## config.mk

```make
export PLATFORM = sky130hd
export DESIGN_NAME = button_debounce_long_press
export DESIGN_NICKNAME = d
export VERILOG_FILES = /design/src/rtl/bdlp_pkg.sv /design/src/rtl/button_debounce_long_press.sv
export SDC_FILE = /design/constraint.sdc
export NUM_CORES = 1
export LEC_CHECK = 0
export BUFFER_PORTS_ARGS = -buffer_cell sky130_fd_sc_hd__buf_2
export CAP_MARGIN = 20
export CORE_UTILIZATION = 35
export CTS_CLUSTER_DIAMETER = 120
export DETAILED_ROUTE_END_ITERATION = 7
export PLACE_DENSITY = 0.54
export SYNTH_ARGS = -nofsm -noshare
export SYNTH_HDL_FRONTEND = slang
export SYNTH_SLANG_ARGS = --single-unit
```

## constraint.sdc

```tcl
create_clock -name clk -period 9.55 [get_ports clk]
set_input_delay 1.91 -clock clk [delete_from_list [all_inputs] [get_ports clk]]
set_output_delay 1.91 -clock clk [all_outputs]
set_load 0.005 [all_outputs]
```

## src/rtl/bdlp_pkg.sv

```systemverilog
// ----------------------------------------------------------------------------
// bdlp_pkg
// Shared types and constants of the button debouncer with long-press detect.
// ----------------------------------------------------------------------------
`default_nettype none

package bdlp_pkg;

    // Event codes carried on the result stream
    typedef enum logic [1:0] {
        EV_DOWN  = 2'd0,
        EV_UP    = 2'd1,
        EV_SHORT = 2'd2,
        EV_LONG  = 2'd3
    } evt_code_t;

    // Register indexes (byte address is 4 times the index)
    typedef enum logic [1:0] {
        REG_DEBOUNCE   = 2'd0,
        REG_LONG_PRESS = 2'd1,
        REG_ACTIVE     = 2'd2,
        REG_NONE       = 2'd3
    } reg_idx_t;

    localparam int          ADDR_W         = 4;
    localparam int          TIME_W         = 32;
    localparam int          THRESH_W       = 16;
    localparam logic [15:0] DEBOUNCE_RESET = 16'd20;
    localparam logic [15:0] LONG_RESET     = 16'd1000;

endpackage

`default_nettype wire

```

## src/rtl/button_debounce_long_press.sv

```systemverilog
// ----------------------------------------------------------------------------
// button_debounce_long_press
// Debounces BUTTON_COUNT buttons on poll ticks and reports down, up, short
// click and long click events as a stream, in button order.
// ----------------------------------------------------------------------------
// Each request on the slave stream is one poll tick (timestamp and raw pin
// levels). A tick is registered, then evaluated for all buttons at once,
// which updates the debounce state and loads an event buffer of two slots
// per button. The buffer drains one event per cycle into the output register
// whenever that register is empty or its event is taken; a tick causes at
// most two events per button. The next tick waits in the input register and
// is evaluated in the same cycle the last event of the previous tick
// leaves the buffer. m_tlast marks the final event of a tick; a tick with no
// events gives no output. Registers: 0x0 debounce_time, 0x4 long_press_time,
// 0x8 active_levels; write them only while the block is idle.
// ----------------------------------------------------------------------------
`default_nettype none

module button_debounce_long_press #(
    parameter int  BUTTON_COUNT = 3,
    localparam int IDX_W        = (BUTTON_COUNT > 1) ? $clog2(BUTTON_COUNT) : 1,
    localparam int IN_W         = ((32 + BUTTON_COUNT + 7) / 8) * 8,
    localparam int OUT_W        = ((IDX_W + 2 + 7) / 8) * 8
) (
    input  wire logic                       clk,
    input  wire logic                       rst_n,
    // Tick stream
    input  wire logic                       s_tvalid,
    output logic                            s_tready,
    input  wire logic [IN_W-1:0]            s_tdata,   // time_ms[31:0], pin_levels
    // Event stream
    output logic                            m_tvalid,
    input  wire logic                       m_tready,
    output logic [OUT_W-1:0]                m_tdata,   // button_index, event_code
    output logic                            m_tlast,   // last_event
    // Configuration port
    input  wire logic                       psel,
    input  wire logic                       penable,
    input  wire logic                       pwrite,
    input  wire logic [bdlp_pkg::ADDR_W-1:0] paddr,
    input  wire logic [31:0]                pwdata,
    output logic [31:0]                     prdata,
    output logic                            pready
);

    import bdlp_pkg::*;

    localparam int SLOT_N = 2 * BUTTON_COUNT;
    localparam int SEL_W  = IDX_W + 1;

    // Configuration registers
    logic [THRESH_W-1:0]     debounce_reg,  debounce_next;
    logic [THRESH_W-1:0]     long_time_reg, long_time_next;
    logic [BUTTON_COUNT-1:0] active_reg,    active_next;

    // Input register
    logic                    in_valid_reg, in_valid_next;
    logic [TIME_W-1:0]       in_time_reg,  in_time_next;
    logic [BUTTON_COUNT-1:0] in_pins_reg,  in_pins_next;

    // Debounce state per button
    logic [BUTTON_COUNT-1:0] pressed_reg, pressed_next;
    logic [BUTTON_COUNT-1:0] long_reg,    long_next;
    logic [TIME_W-1:0]       stamp_reg  [BUTTON_COUNT];
    logic [TIME_W-1:0]       stamp_next [BUTTON_COUNT];

    // Event buffer: slot 2i holds button i's first event, slot 2i+1 its short click
    logic [SLOT_N-1:0]       pend_reg, pend_next;
    evt_code_t               code_reg  [BUTTON_COUNT];
    evt_code_t               code_next [BUTTON_COUNT];

    // Output register
    logic                    out_valid_reg, out_valid_next;
    logic [IDX_W-1:0]        out_btn_reg,   out_btn_next;
    evt_code_t               out_code_reg,  out_code_next;
    logic                    out_last_reg,  out_last_next;

    // Per-button evaluation results
    logic [BUTTON_COUNT-1:0] accept_chg;
    logic [BUTTON_COUNT-1:0] phys;
    logic [BUTTON_COUNT-1:0] ev_a;
    logic [BUTTON_COUNT-1:0] ev_b;
    logic [BUTTON_COUNT-1:0] ev_long;
    logic [SLOT_N-1:0]       new_pend;

    logic                    cfg_wr;
    reg_idx_t                cfg_idx;
    logic                    s_accept;
    logic                    out_free;
    logic                    pop;
    logic                    pop_last;
    logic                    proc;
    logic [SEL_W-1:0]        sel;
    logic [IDX_W-1:0]        sel_btn;
    logic [SLOT_N-1:0]       sel_onehot;

    // ------------------------------------------------------------------
    // Configuration port
    // ------------------------------------------------------------------
    assign pready  = 1'b1;
    assign cfg_idx = reg_idx_t'(paddr[3:2]);
    assign cfg_wr  = psel && penable && pwrite && pready;

    always_comb
    begin
        debounce_next  = debounce_reg;
        long_time_next = long_time_reg;
        active_next    = active_reg;
        if (cfg_wr)
        begin
            case (cfg_idx)
                REG_DEBOUNCE:   debounce_next  = pwdata[THRESH_W-1:0];
                REG_LONG_PRESS: long_time_next = pwdata[THRESH_W-1:0];
                REG_ACTIVE:     active_next    = pwdata[BUTTON_COUNT-1:0];
                default:        ;
            endcase
        end
    end

    // Return the addressed register
    always_comb
    begin
        case (cfg_idx)
            REG_DEBOUNCE:   prdata = 32'(debounce_reg);
            REG_LONG_PRESS: prdata = 32'(long_time_reg);
            REG_ACTIVE:     prdata = 32'(active_reg);
            default:        prdata = '0;
        endcase
    end

    // ------------------------------------------------------------------
    // Event buffer read-out: pick the lowest pending slot
    // ------------------------------------------------------------------
    always_comb
    begin
        sel = '0;
        for (int k = SLOT_N - 1; k >= 0; k--)
        begin
            if (pend_reg[k])
            begin
                sel = SEL_W'(k);
            end
        end
    end

    assign sel_btn    = sel[SEL_W-1:1];
    assign sel_onehot = SLOT_N'(1) << sel;
    assign out_free   = !out_valid_reg || m_tready;
    assign pop        = (pend_reg != '0) && out_free;
    assign pop_last   = (pend_reg & ~sel_onehot) == '0;

    // Evaluate the held tick once the buffer is empty or emptying now
    assign proc     = in_valid_reg && ((pend_reg == '0) || (pop && pop_last));
    assign s_tready = !in_valid_reg || proc;
    assign s_accept = s_tvalid && s_tready;

    // ------------------------------------------------------------------
    // Per-button debounce and long-press evaluation
    // ------------------------------------------------------------------
    always_comb
    begin
        logic [TIME_W-1:0] elapsed;
        logic              changed;
        for (int i = 0; i < BUTTON_COUNT; i++)
        begin
            elapsed       = in_time_reg - stamp_reg[i];
            phys[i]       = in_pins_reg[i] == active_reg[i];
            changed       = phys[i] != pressed_reg[i];
            accept_chg[i] = changed && (elapsed >= TIME_W'(debounce_reg));
            ev_long[i]    = !changed && pressed_reg[i] && !long_reg[i]
                            && (elapsed >= TIME_W'(long_time_reg));
            ev_a[i]       = accept_chg[i] || ev_long[i];
            ev_b[i]       = accept_chg[i] && !phys[i] && !long_reg[i];
            new_pend[2*i]     = ev_a[i];
            new_pend[2*i + 1] = ev_b[i];
        end
    end

    // Update state and load the buffer when a tick is evaluated
    always_comb
    begin
        pressed_next = pressed_reg;
        long_next    = long_reg;
        for (int i = 0; i < BUTTON_COUNT; i++)
        begin
            stamp_next[i] = stamp_reg[i];
            code_next[i]  = code_reg[i];
            if (proc)
            begin
                if (accept_chg[i])
                begin
                    pressed_next[i] = phys[i];
                    stamp_next[i]   = in_time_reg;
                    code_next[i]    = phys[i] ? EV_DOWN : EV_UP;
                    if (phys[i])
                    begin
                        long_next[i] = 1'b0;
                    end
                end
                else if (ev_long[i])
                begin
                    long_next[i] = 1'b1;
                    code_next[i] = EV_LONG;
                end
            end
        end
    end

    always_comb
    begin
        if (proc)
        begin
            pend_next = new_pend;
        end
        else if (pop)
        begin
            pend_next = pend_reg & ~sel_onehot;
        end
        else
        begin
            pend_next = pend_reg;
        end
    end

    // ------------------------------------------------------------------
    // Input register
    // ------------------------------------------------------------------
    always_comb
    begin
        in_time_next  = in_time_reg;
        in_pins_next  = in_pins_reg;
        in_valid_next = in_valid_reg;
        if (s_accept)
        begin
            in_valid_next = 1'b1;
            in_time_next  = s_tdata[TIME_W-1:0];
            in_pins_next  = s_tdata[TIME_W +: BUTTON_COUNT];
        end
        else if (proc)
        begin
            in_valid_next = 1'b0;
        end
    end

    // ------------------------------------------------------------------
    // Output register
    // ------------------------------------------------------------------
    always_comb
    begin
        out_valid_next = out_valid_reg;
        out_btn_next   = out_btn_reg;
        out_code_next  = out_code_reg;
        out_last_next  = out_last_reg;
        if (pop)
        begin
            out_valid_next = 1'b1;
            out_btn_next   = sel_btn;
            out_code_next  = sel[0] ? EV_SHORT : code_reg[sel_btn];
            out_last_next  = pop_last;
        end
        else if (m_tready)
        begin
            out_valid_next = 1'b0;
        end
    end

    assign m_tvalid = out_valid_reg;
    assign m_tdata  = OUT_W'({out_code_reg, out_btn_reg});
    assign m_tlast  = out_last_reg;

    // ------------------------------------------------------------------
    // Registers
    // ------------------------------------------------------------------
    always_ff @(posedge clk or negedge rst_n)
    begin
        if (!rst_n)
        begin
            debounce_reg  <= DEBOUNCE_RESET;
            long_time_reg <= LONG_RESET;
            active_reg    <= '0;
            in_valid_reg  <= 1'b0;
            pressed_reg   <= '0;
            long_reg      <= '0;
            pend_reg      <= '0;
            out_valid_reg <= 1'b0;
            for (int i = 0; i < BUTTON_COUNT; i++)
            begin
                stamp_reg[i] <= '0;
            end
        end
        else
        begin
            debounce_reg  <= debounce_next;
            long_time_reg <= long_time_next;
            active_reg    <= active_next;
            in_valid_reg  <= in_valid_next;
            pressed_reg   <= pressed_next;
            long_reg      <= long_next;
            pend_reg      <= pend_next;
            out_valid_reg <= out_valid_next;
            for (int i = 0; i < BUTTON_COUNT; i++)
            begin
                stamp_reg[i] <= stamp_next[i];
            end
        end
    end

    // Payload registers
    always_ff @(posedge clk)
    begin
        in_time_reg  <= in_time_next;
        in_pins_reg  <= in_pins_next;
        out_btn_reg  <= out_btn_next;
        out_code_reg <= out_code_next;
        out_last_reg <= out_last_next;
        for (int i = 0; i < BUTTON_COUNT; i++)
        begin
            code_reg[i] <= code_next[i];
        end
    end

    // ------------------------------------------------------------------
    // Assertions
    // ------------------------------------------------------------------
    // A new tick replaces a held one only in the cycle that one is evaluated
    a_no_overwrite: assert property (@(posedge clk) disable iff (!rst_n)
        (s_accept && in_valid_reg) |-> proc)
        else $error("held tick overwritten before evaluation");

    // Popping the final event with no new tick leaves the buffer empty
    a_drain_empty: assert property (@(posedge clk) disable iff (!rst_n)
        (pop && pop_last && !proc) |=> (pend_reg == '0))
        else $error("event buffer not empty after final event");

    // A popped event appears on the output next cycle with the right last flag
    a_pop_out: assert property (@(posedge clk) disable iff (!rst_n)
        pop |=> (m_tvalid && (m_tlast == $past(pop_last))))
        else $error("popped event not presented");

    // A pending short click always follows an up event of the same button
    generate
        for (genvar g = 0; g < BUTTON_COUNT; g++)
        begin : g_chk
            a_short_after_up: assert property (@(posedge clk) disable iff (!rst_n)
                pend_reg[2*g + 1] |-> (code_reg[g] == EV_UP))
                else $error("short click pending without an up event");
        end
    endgenerate

endmodule

`default_nettype wire

```

==> summary.txt, run 1 <==
Setup path
  – FF-to-FF Start: in_time_reg[0]
  – Worst Setup SP: in_time_reg[0]
  – Worst endpoint required time: 9930 ps
  – Worst r2r dst: stamp_reg[26]
  – Worst setup SP type: flop
  – Worst setup path endpoint: stamp_reg[26]
  – Critical path class: reg2reg
  – Largest stage delay on the critical path: 460 ps
  – CP cell instances: inv_1 -> ha_1 -> fa_1 -> nor2b_1 -> o2111ai_1 -> nand2_1 -> xor2_1 -> ha_1 -> a21o_1 -> a211oi_1 -> o21ai_0 -> a21oi_1 -> o221a_2 -> nand4_1 -> nand3_2 -> buf_4 -> mux2_2
  – Worst EP arrival: 6110 ps
  – Critical-path top delay cell: buf_4
  – R2R Setup Slk: 3820 ps
  – CP endpoint kind: flop
  – Critical path's most frequent cell: ha_1
  – Worst Path Max Fanout: 32
  – Reg2Reg Depth: 17

Final layout
  – # nets final: 2071
  – P&R area growth vs syn: 8.85%
  – # fillers: 4663
  – Max reg flops: 96
  – Multi-input combinational cell area: 10200 um2
  – Post-layout util: 38.7%
  – Seq. cell area: 5020 um2
  – Share of layout cells above drive strength 1: 14.6%
  – Antenna diode count: 0

Synth
  – Post-Syn Area per Cell: 9.27 um2
  – Synthesized cell area: 16100 um2
  – Post-synth EDFFs: 46
  – Mapped Cells: 1739
  – FFs w/ async S/R, synth: 75.9%
  – Dominant synthesized flop cell: dfrtp_1
  – Area contributors post-synth: dfrtp_1 (21%), ha_1 (15%), edfxtp_1 (8.6%)
  – Seq/Total Area, Yosys: 31.1%
  – Yosys reg bits: 191
  – Number of distinct library cells after synthesis: 95
  – Synth top area share: 21.3%
  – Yosys warns: 0
  – Area leader, netlist: dfrtp_1

Routing
  – Via density: 5.45
  – DR pass1 iterations: 5
  – Via Count: 13119
  – DRC Markers: 0
  – DRT antenna net count: 0
  – Routed wire length: 47.0 mm
  – DR WL/cell: 19.5 um
  – Initial DRC count: 883

GRT
  – Global route overflow: 0
  – Largest net degree at the start of global routing: 79
  – Total Routing Usage GR: 20.6%
  – Vias in the first global route: 13017
  – Antenna violations before repair: 0
  – First-pass GRT wire length: 74.4 mm

CTS
  – Clk sinks: 191
  – Hold_buf cts: 0
  – Root Buffer: clkbuf_16
  – H-tree depth: 4
  – Worst-path clk slew: 70 ps
  – Clk Latency, worst-skew pair: 490 ps
  – Setup repair bufs after CTS: 0
  – CTS tree: built
  – Clock buffer count from CTS: 17
  – Clock Tree Buf Depth: 2
  – Post_cts resized: 0

Die
  – Starting Density: 35.5%
  – # IOs: 127
  – Core area: 45400 um2
  – Die ar.: 46900 um2
  – Die X: 217 um
  – # rows: 78
  – Die Ht: 217 um

Run
  – Max cap viols: 0

Timing
  – Fin Hold WS: 463 ps
  – Final setup fails: 0
  – Fin Setup TNS: 0 ps
  – Worst slew pin tran: 1080 ps
  – Fmax: 175 MHz
  – RSZ-0062 raised after global routing: false
  – Slew headroom: 28.0%
  – Final period util: 60.0%
  – Final hold violation count: 0
  – Clock skew: 11.3 ps
  – Fin. max-slew vios: 0
  – Final critical-path required period: 5730 ps

Placed design
  – IO buf count: 82
  – GPL Wtd Cong: 0.903
  – DP HPWL: 37.4 mm

Min path
  – Worst Hold Class: reg2reg
  – Hold Crit Start: long_reg[2]

Run status
  – Status: finished, final reports clean
==> cells in the mapped netlist, types with 21 or more instances <==
cell type / count
mux2i_1: 27
mux2_2: 66
nand2b_1: 23
a21oi_1: 124
nor3_1: 21
xor2_1: 27
clkbuf_1: 39
nand4_1: 29
inv_1: 158
nand3_1: 31
o21ai_0: 106
nor2_1: 90
dfrtp_1: 137
xnor2_1: 37
edfxtp_1: 46
buf_4: 26
mux2_4: 34
nand2_1: 139
a21o_1: 61
o211ai_1: 24
ha_1: 192
==> metal layers <==
metal / GRT usage, % / wire length (um) / vias to the layer above
li1: - / - / 6446
met1: 26.6 / 21700 / 6394
met2: 35.3 / 22900 / 229
met3: 3.47 / 1550 / 50
met4: 6.03 / 888 / 0
met5: 0 / 0 / -
==> cells in the final DEF (no fill, tap or decap), drive strengths merged, types with 37 or more instances in the layout <==
cell type,count
nand2,139
nor2,90
edfxtp,46
buf,92
dfrtp,137
mux2,103
o21ai,114
xnor2,37
ha,192
inv,161
a21o,61
a21oi,125
==> logic make-up after synthesis <==
logic type | share of synthesized area [%]
buffers and inverters | 6.43
multiplexers | 9.66
AO/OA/AOI/OAI | 20.7
other | 0.0466
XOR/XNOR | 3.48
AND/OR/NAND/NOR | 13.2
adder cells (fa/ha/maj) | 15.3
flip-flops | 31.1
==> cell type report <==
cell class	instances	share of cell area, %
inverter	158	3.38
multi-input combinational	1332	57.9
clock buffer	19	2.47
timing repair buffer	93	2.90
tap	600	4.28
clock inverter	13	0.506
sequential	191	28.6
==> through the flow <==
| step | setup slack, ps | instances | cell area [um2] |
|---|---|---|---|
| 2_1_floorplan | 4670 | 1758 | 16200 |
| 3_3_place_gp | 3490 | 2372 | 17000 |
| 3_5_place_dp | 3510 | 2372 | 17000 |
| 4_1_cts | 3470 | 2404 | 17500 |
| 5_1_grt | 3470 | 2406 | 17500 |
| 6_report | 3820 | 2406 | 17500 |
==> worst min-delay path by stage <==
stage / cells past startpoint / slack (ps) / to
floorplan: 1 / 430 / pend_reg[5]
global placement: 1 / 450 / pend_reg[5]
detailed placement: 1 / 460 / pend_reg[5]
CTS: 1 / 460 / pend_reg[5]
global route: 1 / 490 / pend_reg[5]
finish: 1 / 460 / pend_reg[5]
==> worst max-delay path: cells and delay by family, from the launching register on <==
family                   cells  cell delay (ps)
XOR/XNOR                     1              390
adder cells (fa/ha/maj)      3             1000
multiplexers                 1              400
buffers and inverters        2              560
AND/OR/NAND/NOR              4             1150
flip-flops                   1              400
AO/OA/AOI/OAI                6             1650
Power of run 1 is not shown: default switching activity piles up to over one toggle a cycle in this logic, so the estimate is an artifact.
==> inputs of run 2 (changes only) <==
Settings changed: PLACE_DENSITY 0.54 to 0.56.
Clock period 9.55 ns to 4.7 ns, I/O delays scaled along.
==> run 2 against run 1 <==
Register-to-register slack worse by 3800 ps. Hold slack improved by 9.2 ps. Count of clock-buffer cells in the layout shrank 2. Critical path depth rose by 3. Cell count is 8.2% higher. Maximum frequency up 23%. Critical path type unchanged. Highest routed layer unchanged.
==> summary.txt, run 2 (same netlist as run 1, synthesis figures left out) <==
Run status
  – Status: finished, final reports clean

Final layout
  – Most frequent cells in the layout: buf_4 (190), ha_1 (169), inv_1 (156)
  – # fillers: 4416 (-5.3%)
  – P&R area growth vs syn: 24.1%
  – # nets final: 2269 (+9.6%)
  – Final std cells w/o fill: 2604 (+8.2%)
  – Share of layout cells above drive strength 1: 28.3% (+14 points)
  – Most common cell after layout, fill and taps aside: buf_4
  – Max reg flops: 96 (unchanged)
  – Antenna diode count: 0 (unchanged)

Timing
  – Fin Hold WS: 472 ps (+9.23 ps)
  – Post-route worst setup slack: 25.8 ps (-3800 ps)
  – Worst slew pin tran: 945 ps (-130 ps)
  – Fin Setup TNS: 0 ps (unchanged)
  – RSZ-0062 raised after global routing: true
  – Final period util: 99.5% (+39 points)
  – Clock skew: 17.5 ps (+6.26 ps)
  – Fmax: 214 MHz (+23%)
  – Slew headroom: 37.0% (+8.9 points)
  – Final hold violation count: 0 (unchanged)
  – Final critical-path required period: 4670 ps (-1050 ps)
  – Fin. max-slew vios: 0 (unchanged)
  – Final setup fails: 0 (unchanged)

Die
  – Core area: 45400 um2 (unchanged)
  – Die Ht: 217 um (unchanged)
  – Die ar.: 46900 um2 (unchanged)
  – Starting Density: 35.5% (unchanged)
  – # rows: 78 (unchanged)
  – Die X: 217 um (unchanged)
  – # IOs: 127 (unchanged)

CTS
  – Clk Latency, worst-skew pair: 500 ps (about the same)
  – CTS tree: built
  – Hold_buf cts: 0 (unchanged)
  – Clock buffer count from CTS: 17 (unchanged)
  – H-tree depth: 4 (unchanged)
  – Clk sinks: 191 (unchanged)
  – Worst-path clk slew: 70 ps (about the same)
  – Clock Tree Buf Depth: 2 (unchanged)
  – Root Buffer: clkbuf_16

Setup path
  – Worst EP arrival: 5050 ps (-1060 ps)
  – FF-to-FF Start: in_time_reg[4]
  – Worst r2r dst: stamp_reg[36]
  – Reg2Reg Depth: 20 (+3)
  – R2R Setup Slk: 30 ps (-3800 ps)
  – Critical path class: reg2reg
  – Worst Path Max Fanout: 7 (-78%)
  – Worst setup SP type: flop
  – CP endpoint kind: flop
  – Worst endpoint required time: 5070 ps (-4860 ps)

Run
  – Max cap viols: 0 (unchanged)

GRT
  – Largest net degree at the start of global routing: 93 (+18%)
  – Vias in the first global route: 13853 (+6.4%)
  – Antenna violations before repair: 0 (unchanged)
  – Global route overflow: 0 (unchanged)
  – First-pass GRT wire length: 78.1 mm (+5.0%)
  – Total Routing Usage GR: 21.8% (+1.1 points)

Routing
  – Via density: 5.46 (+0.10%)
  – DR WL/cell: 19.9 um (+2.0%)
  – DRC Markers: 0 (unchanged)
  – Initial DRC count: 1005 (+14%)
  – DR pass1 iterations: 5 (unchanged)
  – Via Count: 14213 (+8.3%)
  – Routed wire length: 51.9 mm (+10%)
  – DRT antenna net count: 0 (unchanged)

Placed design
  – Placed Cells: 2542 (+7.2%)
  – DP Worst Slack: -349 ps (-3860 ps)
  – DP HPWL: 40.0 mm (+7.0%)
  – IO buf count: 82 (unchanged)
  – GPL Wtd Cong: 0.906 (+0.30%)

Min path
  – Worst Hold Class: reg2reg
  – WHS Path Cells: 1 (unchanged)
  – Hold Crit Start: long_reg[2]
  – Worst Hold End: pend_reg[5]
## run 2: cell count changes in the layout (fill, tap and decap cells not counted), sizes merged
| cell | previous run | this run |
|---|---|---|
| inv | 161 | 171 |
| clkinvlp | 3 | 0 |
| clkbuf | 20 | 19 |
| clkinv | 7 | 1 |
| bufinv | 0 | 1 |
| buf | 92 | 289 |
## run 2: how the worst max path moves through the flow
stage / start / end / depth (start not counted)
after floorplan: in_time_reg[3] / code_reg[1][0] / 21
after global placement: in_time_reg[0] / stamp_reg[70] / 22
after detailed placement: in_time_reg[0] / stamp_reg[70] / 22
after CTS: in_time_reg[0] / stamp_reg[36] / 22
after global routing: in_time_reg[4] / stamp_reg[37] / 21
final: in_time_reg[4] / stamp_reg[36] / 20
## run 2: through the flow
step / instance area [um2] / util (%)
2_1_floorplan: 16200 / -
3_3_place_gp: 18300 / 40.4
3_5_place_dp: 18300 / 40.4
4_1_cts: 19300 / 42.4
5_1_grt: 20000 / 44.1
6_report: 20000 / 44.1
## run 2: repair_timing
action,4_1_cts,5_1_grt
pin swaps,17,48
endpoints found under the hold margin,0,0
gates resized for setup,49,99
buffers inserted,6,19
setup endpoints to repair,112,112
cloned,2,5
## run 2: critical path, cell delays in order (launching register included)
cell and delay [ps]:
edfxtp_1 520, buf_6 180, ha_4 230, a21oi_2 120
inv_1 70, o21ai_2 230, nor2b_4 230, buf_4 130
o21bai_2 60, a21oi_2 190, xnor2_2 110, ha_2 220
a2111oi_4 310, o211ai_1 150, a2111oi_2 320, buf_4 210
nand3_4 80, o41ai_4 460, nor3_4 210, buf_12 210
mux2_4 290
## run 2: cell type report
type | instances | area (um2) | share of cell area (%)
Clock buffer | 17 | 425 | 2.13
Inverter | 158 | 593 | 2.96
Tap cell | 600 | 751 | 3.75
Clock inverter | 15 | 160 | 0.800
Timing Repair Buffer | 291 | 2180 | 10.9
Multi-Input combinational cell | 1332 | 10900 | 54.4
Sequential cell | 191 | 5020 | 25.1
## run 2: metal layers
metal	vias to the layer above	wire length, um	GRT usage (%)
li1	6855	-	-
met1	6925	23600	28.5
met2	359	24300	35.2
met3	74	2190	3.24
met4	0	1820	10.2
met5	-	0	0
Power of run 2 is left out for the same reason.
